File: src/hw/rtl/tcc_pkg.sv
// ----------------------------------------------------------------------------
// tcc_pkg: shared types and constants of the text content classifier
// Byte class constants, UTF-8 decode limits and the decoder state record.
// ----------------------------------------------------------------------------
package tcc_pkg;

   // ASCII control bytes that still count as text
   localparam logic [7:0] CHAR_TAB     = 8'h09;
   localparam logic [7:0] CHAR_LF      = 8'h0A;
   localparam logic [7:0] CHAR_VT      = 8'h0B;
   localparam logic [7:0] CHAR_CR      = 8'h0D;
   localparam logic [7:0] CTRL_LIMIT   = 8'd32;

   // Code point limits
   localparam logic [20:0] CP_MAX      = 21'h10FFFF;
   localparam logic [20:0] CP_REPLACE  = 21'h00FFFD;
   localparam logic [20:0] CP_MIN_2B   = 21'h000080;
   localparam logic [20:0] CP_MIN_3B   = 21'h000800;
   localparam logic [20:0] CP_MIN_4B   = 21'h010000;

   // Sequence length codes (total length minus one)
   localparam logic [1:0] SEQ_NONE    = 2'd0;
   localparam logic [1:0] SEQ_TWO     = 2'd1;
   localparam logic [1:0] SEQ_THREE   = 2'd2;
   localparam logic [1:0] SEQ_FOUR    = 2'd3;

   // Decoder state carried from byte to byte
   typedef struct packed {
      logic [1:0]  bytes_pending;
      logic [1:0]  sequence_length;
      logic [20:0] partial_codepoint;
      logic        failed;
   } tcc_state_type;

endpackage

File: src/hw/rtl/tcc_req_if.sv
// ----------------------------------------------------------------------------
// tcc_req_if: byte request channel
// Valid/ready channel carrying one buffer byte and its last marker.
// ----------------------------------------------------------------------------
interface tcc_req_if;
   logic       valid;
   logic       ready;
   logic [7:0] data_byte;
   logic       last_byte;

   modport source (output valid, output data_byte, output last_byte, input ready);
   modport sink   (input valid, input data_byte, input last_byte, output ready);
endinterface

File: src/hw/rtl/tcc_rsp_if.sv
// ----------------------------------------------------------------------------
// tcc_rsp_if: verdict response channel
// Valid/ready channel carrying the per-buffer text verdict.
// ----------------------------------------------------------------------------
interface tcc_rsp_if;
   logic valid;
   logic ready;
   logic is_text;

   modport source (output valid, output is_text, input ready);
   modport sink   (input valid, input is_text, output ready);
endinterface

File: src/hw/rtl/tcc_decode.sv
// ----------------------------------------------------------------------------
// tcc_decode: single-byte UTF-8 and control character step
// Computes the next decoder state from the current state and one byte.
// ----------------------------------------------------------------------------
module tcc_decode
   import tcc_pkg::*;
(
   input  tcc_state_type state_cur,
   input  logic [7:0]    data_byte,
   output tcc_state_type state_nxt
);

   logic [20:0] shifted_cp;
   logic [20:0] least_cp;
   logic [1:0]  pending_dec;
   logic        is_cont;
   logic        bad_ctrl;

   // Gather continuation bits and pick the overlong bound
   assign shifted_cp  = {state_cur.partial_codepoint[14:0], data_byte[5:0]};
   assign pending_dec = state_cur.bytes_pending - 2'd1;
   assign is_cont     = (data_byte[7:6] == 2'b10);
   assign bad_ctrl    = (data_byte < CTRL_LIMIT) && (data_byte != CHAR_LF) &&
                        (data_byte != CHAR_CR) && (data_byte != CHAR_TAB) &&
                        (data_byte != CHAR_VT);

   always_comb begin
      case (state_cur.sequence_length)
         SEQ_TWO:   least_cp = CP_MIN_2B;
         SEQ_THREE: least_cp = CP_MIN_3B;
         default:   least_cp = CP_MIN_4B;
      endcase
   end

   // Step the decoder; hold everything once the buffer has failed
   always_comb begin
      state_nxt = state_cur;
      if (!state_cur.failed) begin
         if (state_cur.bytes_pending != 2'd0) begin
            if (!is_cont) begin
               state_nxt.failed = 1'b1;
            end else begin
               state_nxt.bytes_pending     = pending_dec;
               state_nxt.partial_codepoint = shifted_cp;
               if (pending_dec == 2'd0) begin
                  if ((shifted_cp < least_cp) || (shifted_cp > CP_MAX) ||
                      (shifted_cp == CP_REPLACE)) begin
                     state_nxt.failed = 1'b1;
                  end
                  state_nxt.partial_codepoint = '0;
                  state_nxt.sequence_length   = SEQ_NONE;
               end
            end
         end else if (!data_byte[7]) begin
            state_nxt.failed = bad_ctrl;
         end else if (data_byte[7:5] == 3'b110) begin
            state_nxt.sequence_length   = SEQ_TWO;
            state_nxt.bytes_pending     = SEQ_TWO;
            state_nxt.partial_codepoint = {16'd0, data_byte[4:0]};
         end else if (data_byte[7:4] == 4'b1110) begin
            state_nxt.sequence_length   = SEQ_THREE;
            state_nxt.bytes_pending     = SEQ_THREE;
            state_nxt.partial_codepoint = {17'd0, data_byte[3:0]};
         end else if (data_byte[7:3] == 5'b11110) begin
            state_nxt.sequence_length   = SEQ_FOUR;
            state_nxt.bytes_pending     = SEQ_FOUR;
            state_nxt.partial_codepoint = {18'd0, data_byte[2:0]};
         end else begin
            state_nxt.failed = 1'b1;
         end
      end
   end

endmodule

File: src/hw/rtl/text_content_classifier.sv
// ----------------------------------------------------------------------------
// text_content_classifier: plain text / binary verdict over a byte stream
// Registers each byte, runs one decoder step on it and gives one verdict
// per buffer on the byte marked last.
//
//   channel   direction   payload                  handshake
//   req_bus   in          data_byte, last_byte     valid/ready
//   rsp_bus   out         is_text                  valid/ready
//
// One byte per cycle sustained unless a last byte waits on a held verdict;
// a byte waits in the input register until it retires, and its verdict (if
// last) enters the output register as it retires; the state loop is one step.
// Synchronous reset clears the state and both valid flags.
// A waiting verdict stalls a later last byte and those behind it; others flow.
// ----------------------------------------------------------------------------
module text_content_classifier
   import tcc_pkg::*;
(
   input  logic     clock,
   input  logic     reset,
   tcc_req_if.sink  req_bus,
   tcc_rsp_if.source rsp_bus
);

   logic          in_valid_ff;
   logic [7:0]    in_byte_ff;
   logic          in_last_ff;
   tcc_state_type state_ff;
   tcc_state_type state_in;
   tcc_state_type state_step;
   logic          out_valid_ff;
   logic          out_valid_in;
   logic          out_text_ff;
   logic          retire;
   logic          retire_last;
   logic          req_take;

   // Retire the registered byte unless its verdict has nowhere to go
   assign retire      = in_valid_ff &&
                        (!in_last_ff || !out_valid_ff || rsp_bus.ready);
   assign retire_last = retire && in_last_ff;
   assign req_bus.ready = !in_valid_ff || retire;
   assign req_take    = req_bus.valid && req_bus.ready;

   tcc_decode u_decode (
      .state_cur (state_ff),
      .data_byte (in_byte_ff),
      .state_nxt (state_step)
   );

   // Advance state; clear it after the last byte of a buffer
   always_comb begin
      state_in = state_ff;
      if (retire) begin
         state_in = retire_last ? '0 : state_step;
      end
   end

   // Load the verdict register, drop it once taken
   always_comb begin
      out_valid_in = out_valid_ff && !rsp_bus.ready;
      if (retire_last) begin
         out_valid_in = 1'b1;
      end
   end

   always_ff @(posedge clock) begin
      if (reset) begin
         in_valid_ff  <= 1'b0;
         out_valid_ff <= 1'b0;
         state_ff     <= '0;
      end else begin
         in_valid_ff  <= req_take || (in_valid_ff && !retire);
         out_valid_ff <= out_valid_in;
         state_ff     <= state_in;
      end
   end

   // Payload registers
   always_ff @(posedge clock) begin
      if (req_take) begin
         in_byte_ff <= req_bus.data_byte;
         in_last_ff <= req_bus.last_byte;
      end
      if (retire_last) begin
         out_text_ff <= !state_step.failed && (state_step.bytes_pending == 2'd0);
      end
   end

   assign rsp_bus.valid   = out_valid_ff;
   assign rsp_bus.is_text = out_text_ff;

   // Decoder state is back at reset after every verdict
   assert property (@(posedge clock) disable iff (reset)
      retire_last |=> (state_ff == '0))
   else $error("decoder state not cleared after last byte");

   // Never more continuation bytes pending than the sequence holds
   assert property (@(posedge clock) disable iff (reset)
      state_ff.bytes_pending <= state_ff.sequence_length)
   else $error("pending count exceeds sequence length");

   // A retired last byte always yields a verdict
   assert property (@(posedge clock) disable iff (reset)
      retire_last |=> out_valid_ff)
   else $error("verdict lost after last byte");

endmodule
File: src/flat_wrapper.sv
// flat-port wrapper written by rule: the top's interface ports become plain ports
module text_content_classifier_flat import tcc_pkg::*;
  (clock, reset, req_bus_valid, req_bus_data_byte, req_bus_last_byte, req_bus_ready, rsp_bus_valid, rsp_bus_is_text, rsp_bus_ready);
  tcc_req_if req_bus_i ();
  tcc_rsp_if rsp_bus_i ();
  input  logic clock;
  input  logic reset;
  input wire logic [$bits(req_bus_i.valid)-1:0] req_bus_valid;
  input wire logic [$bits(req_bus_i.data_byte)-1:0] req_bus_data_byte;
  input wire logic [$bits(req_bus_i.last_byte)-1:0] req_bus_last_byte;
  output wire logic [$bits(req_bus_i.ready)-1:0] req_bus_ready;
  output wire logic [$bits(rsp_bus_i.valid)-1:0] rsp_bus_valid;
  output wire logic [$bits(rsp_bus_i.is_text)-1:0] rsp_bus_is_text;
  input wire logic [$bits(rsp_bus_i.ready)-1:0] rsp_bus_ready;
  assign req_bus_i.valid = req_bus_valid;
  assign req_bus_i.data_byte = req_bus_data_byte;
  assign req_bus_i.last_byte = req_bus_last_byte;
  assign req_bus_ready = req_bus_i.ready;
  assign rsp_bus_valid = rsp_bus_i.valid;
  assign rsp_bus_is_text = rsp_bus_i.is_text;
  assign rsp_bus_i.ready = rsp_bus_ready;
  text_content_classifier u_core (.clock(clock), .reset(reset), .req_bus(req_bus_i), .rsp_bus(rsp_bus_i));
endmodule
File: config.mk
export PLATFORM = sky130hd
export DESIGN_NAME = text_content_classifier_flat
export DESIGN_NICKNAME = d
export VERILOG_FILES = /design/src/hw/rtl/tcc_pkg.sv /design/src/hw/rtl/tcc_req_if.sv /design/src/hw/rtl/tcc_rsp_if.sv /design/src/hw/rtl/tcc_decode.sv /design/src/hw/rtl/text_content_classifier.sv /design/src/flat_wrapper.sv
export SDC_FILE = /design/constraint.sdc
export NUM_CORES = 1
export LEC_CHECK = 0
export ABC_AREA = 1
export BUFFER_PORTS_ARGS = -buffer_cell sky130_fd_sc_hd__buf_2
export CAP_MARGIN = 10
export CORE_AREA = 2 2 62 64
export DETAILED_ROUTE_END_ITERATION = 10
export DIE_AREA = 0 0 64 66
export PLACE_DENSITY = 0.79
export RECOVER_POWER = 50
export SLEW_MARGIN = 20
export SYNTH_ARGS = -nofsm -noshare
export SYNTH_HDL_FRONTEND = slang
export SYNTH_SLANG_ARGS = --single-unit
File: constraint.sdc
create_clock -name clock -period 2.66 [get_ports clock]
set_clock_uncertainty 0.2 [all_clocks]
set_input_delay 0.266 -clock clock [delete_from_list [all_inputs] [get_ports clock]]
set_output_delay 0.266 -clock clock [all_outputs]
set_load 0.005 [all_outputs]
==> results of run 1 <==
-- layout make-up --
type	instances	area [um2]	area share
tap	48	60.1	0.0283
timing repair buffer	27	184	0.0866
clock buffer	8	68.8	0.0324
inverter	42	158	0.0742
sequential	32	741	0.349
multi-input combinational	191	913	0.430
-- cell usage after synthesis, types with 4 or more instances --
master	n	area [um2]
nand2_1	54	203
nor2_1	45	169
inv_1	39	146
nand3_1	33	165
a21oi_1	24	120
dfxtp_1	22	440
edfxtp_1	10	300
o21ai_0	10	50.1
ha_1	6	75.1
nor3_1	4	20.0
-- timing repair --
action / 4_1_cts / 5_1_grt
hold endpoints to repair: 10 / 0
resized for setup: 0 / 0
hold buffers: 10 / 0
-- metrics by stage --
stage	instances	hold WS (ps)	power (mW)	worst slack [ps]
after detailed placement	330	245	0.670	450
after CTS	348	86.4	0.994	437
after global routing	348	101	1.04	209
final	348	85.1	0.986	395
after global placement	330	242	0.667	556
after floorplan	271	135	0.637	742
-- cells in the final DEF, fill, tap and decap left out, types with 2 or more instances in the layout --
cell type	netlist	layout
a21oi_1	24	24
a31oi_1	2	2
buf_2	2	13
clkbuf_1	2	3
clkbuf_4	0	5
clkbuf_8	0	2
dfxtp_1	22	22
dlygate4sd3_1	0	10
edfxtp_1	10	10
ha_1	6	6
inv_1	39	39
inv_2	2	2
nand2_1	54	54
nand2_2	2	2
nand3_1	33	33
nand3_2	2	2
nor2_1	45	45
nor2_4	2	2
nor3_1	4	4
o21ai_0	10	10
o21ai_1	2	2
-- flip-flops by register name, indices dropped and copies added, names as in the netlist --
register / flops
u_core.in_last_ff: 1
u_core.rsp_bus.is_text: 1
u_core.rsp_bus.valid: 1
u_core.state_ff: 20
u_core.in_valid_ff: 1
u_core.in_byte_ff: 8
-- kinds of logic (layout without fill, tap and decap cells) --
group	count (synthesis)	after routing	share of synthesized area
compound gates	40	40	0.112
fa+ha+maj	6	6	0.0405
buf+inv	48	77	0.107
flops	32	32	0.400
simple gates	145	145	0.341
-- worst max-delay path by stage --
stage,to
2_1_floorplan,u_core.rsp_bus.is_text
3_3_place_gp,u_core.state_ff[6]
3_5_place_dp,u_core.state_ff[6]
4_1_cts,u_core.state_ff[6]
5_1_grt,u_core.state_ff[6]
6_report,u_core.state_ff[6]
-- routing by layer --
layer | vias to the layer above | global-route usage
li1 | 925 | -
met3 | 7 | 0.0307
met4 | 0 | 0.0978
met5 | - | 0
met2 | 34 | 0.382
met1 | 781 | 0.272
-- critical path, stage by stage, from the launching register on --
cell and delay [ps]:
dfxtp_1 350, inv_1 120, ha_1 400, inv_1 190
nor2_2 170, nand3_2 80, nand2_2 140, clkinv_1 230
o21ai_0 210, a21oi_1 50
-- power breakdown --
group,switching (mW),total [mW],internal (mW),leakage (nW)
Clock,0.161,0.316,0.155,0.0386
Combinational,0.0804,0.133,0.0522,0.607
Sequential,0.0160,0.537,0.521,0.275
Total,0.257,0.986,0.729,0.921
==> summary.md, run 1 <==
| Metric | Value |
|---|---|
| R2R Path Start | u_core.state_ff[24] |
| Synthesis-stage register bit count | 32 |
| Status | complete, no violations |
| Hold Crit Depth | 2 |
| Final setup viols | 0 |
| WHS Endpoint | u_core.state_ff[1] |
| Setup Total Neg Slack | 0 ps |
| R2R setup slack | 400 ps |
| Total CTS buffers | 5 |
| Clock buffer depth | 2 |
| Initial antenna violation count | 0 |
| Finished Cell Area | 0.00212 mm2 |
| Cell area after synthesis | 0.00185 mm2 |
| Final hold vios | 0 |
| First-pass GRT wire length | 7130 um |
| Final design utilization | 0.598 |
| DR top layer | met4 |
| Syn Nets | 290 |
| Full die area | 0.00422 mm2 |
| YS warnings | 0 |
| Class of the worst hold path | in2reg |
| Crit Reg-Reg Endpoint | u_core.state_ff[6] |
| Share of layout cells above drive strength 1 | 0.103 |
| Mean post-synth cell area | 6.83 um2 |
| PD cells | 464 mW/mm2 |
| Routed wire per std cell | 11.5 um |
| RSZ-0062 raised after global routing | no |
| Die Ht | 66 um |
| Critical path arrival | 2290 ps |
| Slew Limit Headroom | 0.483 |
| H-tree Lvls | 2 |
| Max Freq | 0.442 GHz |
| Worst-margin pin slew | 776 ps |
| First DRT Iteration DRCs | 62 |
| Post-DRT Antenna Nets | 0 |
| Required time of the critical path | 2680 ps |
| Peak VDD IR | 0.000317 V |
| Final Max Slew Viols | 0 |
| Buffers on Ports | 15 |
| Metal3 WL | 132 um |
| Clock sink total | 32 |
| DRC violations left | 0 |
| Period Utilization, post-route | 0.851 |
| Largest net degree at the start of global routing | 19 |
| Hold Startpoint | reset |
| Synth Flop Type | dfxtp_1 |
| Core Region | 0.00355 mm2 |
| Layout area overhead | 14.7% |
| Clock Root Buffer | clkbuf_4 |
| Count of cell types in the netlist | 25 |
| Period minus WS final | 2260 ps |
| Placed Area | 0.00196 mm2 |
| Initial Util | 0.521 |
| Drt pass-1 iters | 5 |
| Crit path from | u_core.state_ff[24] |
| Critical path class | reg2reg |
| Total Routing Usage GR | 0.220 |
| Async set-reset flop share out of synthesis | 0 |
| Worst Path Max Fanout | 12 |
| Final #Nets | 318 |
| Via/cell ratio | 5.02 |
| DR vias | 1747 |
| # rows | 22 |
| Setup Fix Bufs, Post-CTS | 0 |
| Static Leak | 0.921 nW |
| Filler cells | 347 |
| R2R depth | 9 |
| Maxcap violations | 0 |
| M1 WL | 1840 um |
| Ant. Diodes | 0 |
| Post-synth EDFFs | 10 |
| Gr ovfl total | 0 |
| # IOs | 16 |
| Placer Congestion | 0.969 |
| Vias in the first global route | 1640 |
| Die X-Extent | 64 um |
| Syn Inst Count | 271 |
| Clock-pin transition on the worst setup and hold timing paths | 100 ps |
| Sequential fraction of the synthesis area | 0.400 |
| Clock Latency Late Sink | 340 ps |
| Met2 routed WL | 1960 um |
| CTS tree | done |
| DPL Wire Length | 3010 um |
| Critical Path Start Type | register |
| Final WL | 4010 um |
| Setup crit end kind | register |
Note: power is estimated with default switching activity, not from simulation.
==> run 2, diff against run 1 <==
==> constraint.sdc (replaced) <==
create_clock -name clock -period 2.6 [get_ports clock]
set_clock_uncertainty 0.2 [all_clocks]
set_input_delay 0.26 -clock clock [delete_from_list [all_inputs] [get_ports clock]]
set_output_delay 0.26 -clock clock [all_outputs]
set_load 0.005 [all_outputs]
==> run 2 against run 1 <==
Sequential share of layout area down 0.18 points. Critical endpoint unchanged. Hold slack worse by 9.5 ps. Setup slack worse by 91 ps. Global-route usage down 0.36 points. Register-to-register slack worse by 90 ps. Sequential power up 2%. Final cell count unchanged. Core utilization up 0.32 points. Maximum frequency down 1.3%.
==> summary.md, run 2 (synthesized netlist as in run 1, its figures left out) <==
| Metric | Value |
|---|---|
| Status | complete, no violations (unchanged) |
| DRC violations left | 0 (unchanged) |
| Slew Limit Headroom | 0.731 (was 0.483) |
| Die X-Extent | 64 um (unchanged) |
| PD cells | 497 mW/mm2 (was 464 mW/mm2) |
| Layout area overhead | 15.3% (was 14.7%) |
| Largest registers | u_core.state_ff: 20 flops, u_core.in_byte_ff: 8 flops (unchanged) |
| Initial antenna violation count | 0 (unchanged) |
| Clock sink total | 32 (unchanged) |
| Final hold vios | 0 (unchanged) |
| Maxcap violations | 0 (unchanged) |
| Total CTS buffers | 5 (unchanged) |
| # rows | 22 (unchanged) |
| Gr ovfl total | 0 (unchanged) |
| Finished Cell Area | 0.00214 mm2 (was 0.00212 mm2) |
| Number of flip-flops under the largest register name | 20 (unchanged) |
| Final #Nets | 318 (unchanged) |
| # IOs | 16 (unchanged) |
| CTS tree | done (unchanged) |
| Largest net degree at the start of global routing | 18 (was 19) |
| Worst-margin pin slew | 404 ps (was 776 ps) |
| Placed Area | 0.00196 mm2 (unchanged) |
| Buffers on Ports | 15 (unchanged) |
| Final WL | 4030 um (was 4010 um) |
| Peak VDD IR | 0.000339 V (was 0.000317 V) |
| Critical path class | reg2reg (unchanged) |
| Routed wire per std cell | 11.6 um (was 11.5 um) |
| Clock buffer depth | 2 (unchanged) |
| Setup Fix Bufs, Post-CTS | 0 (unchanged) |
| Die Ht | 66 um (unchanged) |
| DPL Wire Length | 3000 um (was 3010 um) |
| Final Max Slew Viols | 0 (unchanged) |
| Class of the worst hold path | in2reg (unchanged) |
| Period minus WS final | 2300 ps (was 2260 ps) |
| Clock Root Buffer | clkbuf_4 (unchanged) |
| Vias in the first global route | 1587 (was 1640) |
| Critical Path Start Type | register (unchanged) |
| Ant. Diodes | 0 (unchanged) |
| Final setup viols | 0 (unchanged) |
| Most frequent cells in the layout | nand2_1 (54), nor2_1 (45), inv_1 (39) (unchanged) |
| Setup crit end kind | register (unchanged) |
| Clock-pin transition on the worst setup and hold timing paths | 110 ps (was 100 ps) |
| Drt pass-1 iters | 4 (was 5) |
| Worst Path Max Fanout | 12 (unchanged) |
| Period Utilization, post-route | 0.883 (was 0.851) |
| RSZ-0062 raised after global routing | no (unchanged) |
| Clock Latency Late Sink | 340 ps (about the same) |
| Via/cell ratio | 5.08 (was 5.02) |
| H-tree Lvls | 2 (unchanged) |
| Critical path arrival | 2310 ps (was 2290 ps) |
| Full die area | 0.00422 mm2 (unchanged) |
| Commonest non-fill, non-tap cell in the layout | nand2_1 (unchanged) |
| Cts repair resizes | 0 (unchanged) |
| Share of layout cells above drive strength 1 | 0.107 (was 0.103) |
| Setup Total Neg Slack | 0 ps (unchanged) |
| First DRT Iteration DRCs | 51 (was 62) |
| Post-CTS Hold Buffers | 10 (unchanged) |
| DR vias | 1769 (was 1747) |
| Final design utilization | 0.601 (was 0.598) |
| Static Leak | 0.928 nW (was 0.921 nW) |
| First-pass GRT wire length | 6950 um (was 7130 um) |
| Core Region | 0.00355 mm2 (unchanged) |
| Initial Util | 0.521 (unchanged) |
| Required time of the critical path | 2620 ps (was 2680 ps) |
| Total Routing Usage GR | 0.217 (was 0.220) |
| Max Freq | 0.436 GHz (was 0.442 GHz) |
| Post-DRT Antenna Nets | 0 (unchanged) |
| Placer Congestion | 0.978 (was 0.969) |
| Most flop-heavy register | u_core.state_ff (unchanged) |
==> run 2: per-layer routing <==
| layer | global-route usage | routed length (um) | vias up |
|---|---|---|---|
| met1 | 0.252 | 1830 | 787 |
| met5 | 0 | 0 | - |
| met2 | 0.385 | 1940 | 48 |
| li1 | - | - | 926 |
| met3 | 0.0460 | 187 | 8 |
| met4 | 0.0897 | 74 | 0 |
==> run 2: path summary, 6_finish.rpt <==
| path | slack (ps) | end | start | cells after the start |
|---|---|---|---|---|
| worst max-delay path | 300 | u_core.state_ff[6] | u_core.state_ff[24] | 9 |
| worst max register to register | 300 | u_core.state_ff[6] | u_core.state_ff[24] | 9 |
| worst min-delay path | 80 | u_core.in_valid_ff | reset | 2 |
| worst min register to register | 270 | u_core.state_ff[25] | u_core.state_ff[25] | 2 |
==> run 2: critical path, cell delays in order (launching register included) <==
cell and delay [ps]:
dfxtp_1 350, inv_1 120, ha_1 420, inv_1 210, nor2_2 180, nand3_2 80, nand2_2 150, clkinv_1 220
o21ai_0 200, a21oi_1 60
==> run 2: through the flow <==
step | hold slack [ps] | setup slack, ps | total power [mW] | std cells
2_1_floorplan | 129 | 682 | 0.652 | 271
3_3_place_gp | 236 | 491 | 0.683 | 330
3_5_place_dp | 239 | 356 | 0.686 | 330
4_1_cts | 61.8 | 327 | 1.07 | 348
5_1_grt | 71.5 | 95.4 | 1.11 | 348
6_report | 75.6 | 304 | 1.06 | 348
==> run 2: final cells by class <==
| type | instances | area (um2) |
|---|---|---|
| clock buffer | 6 | 41.3 |
| inverter | 42 | 158 |
| clock inverter | 2 | 35.0 |
| tap | 48 | 60.1 |
| sequential | 32 | 741 |
| timing repair buffer | 27 | 188 |
| multi-input combinational | 191 | 913 |
| fill | 348 | 1420 |
==> run 2: report_power, final <==
part           total (mW)  switching, mW  internal (mW)
clock               0.375          0.174          0.202
sequential          0.550         0.0164          0.534
combinational       0.136         0.0825         0.0540
total                1.06          0.273          0.789
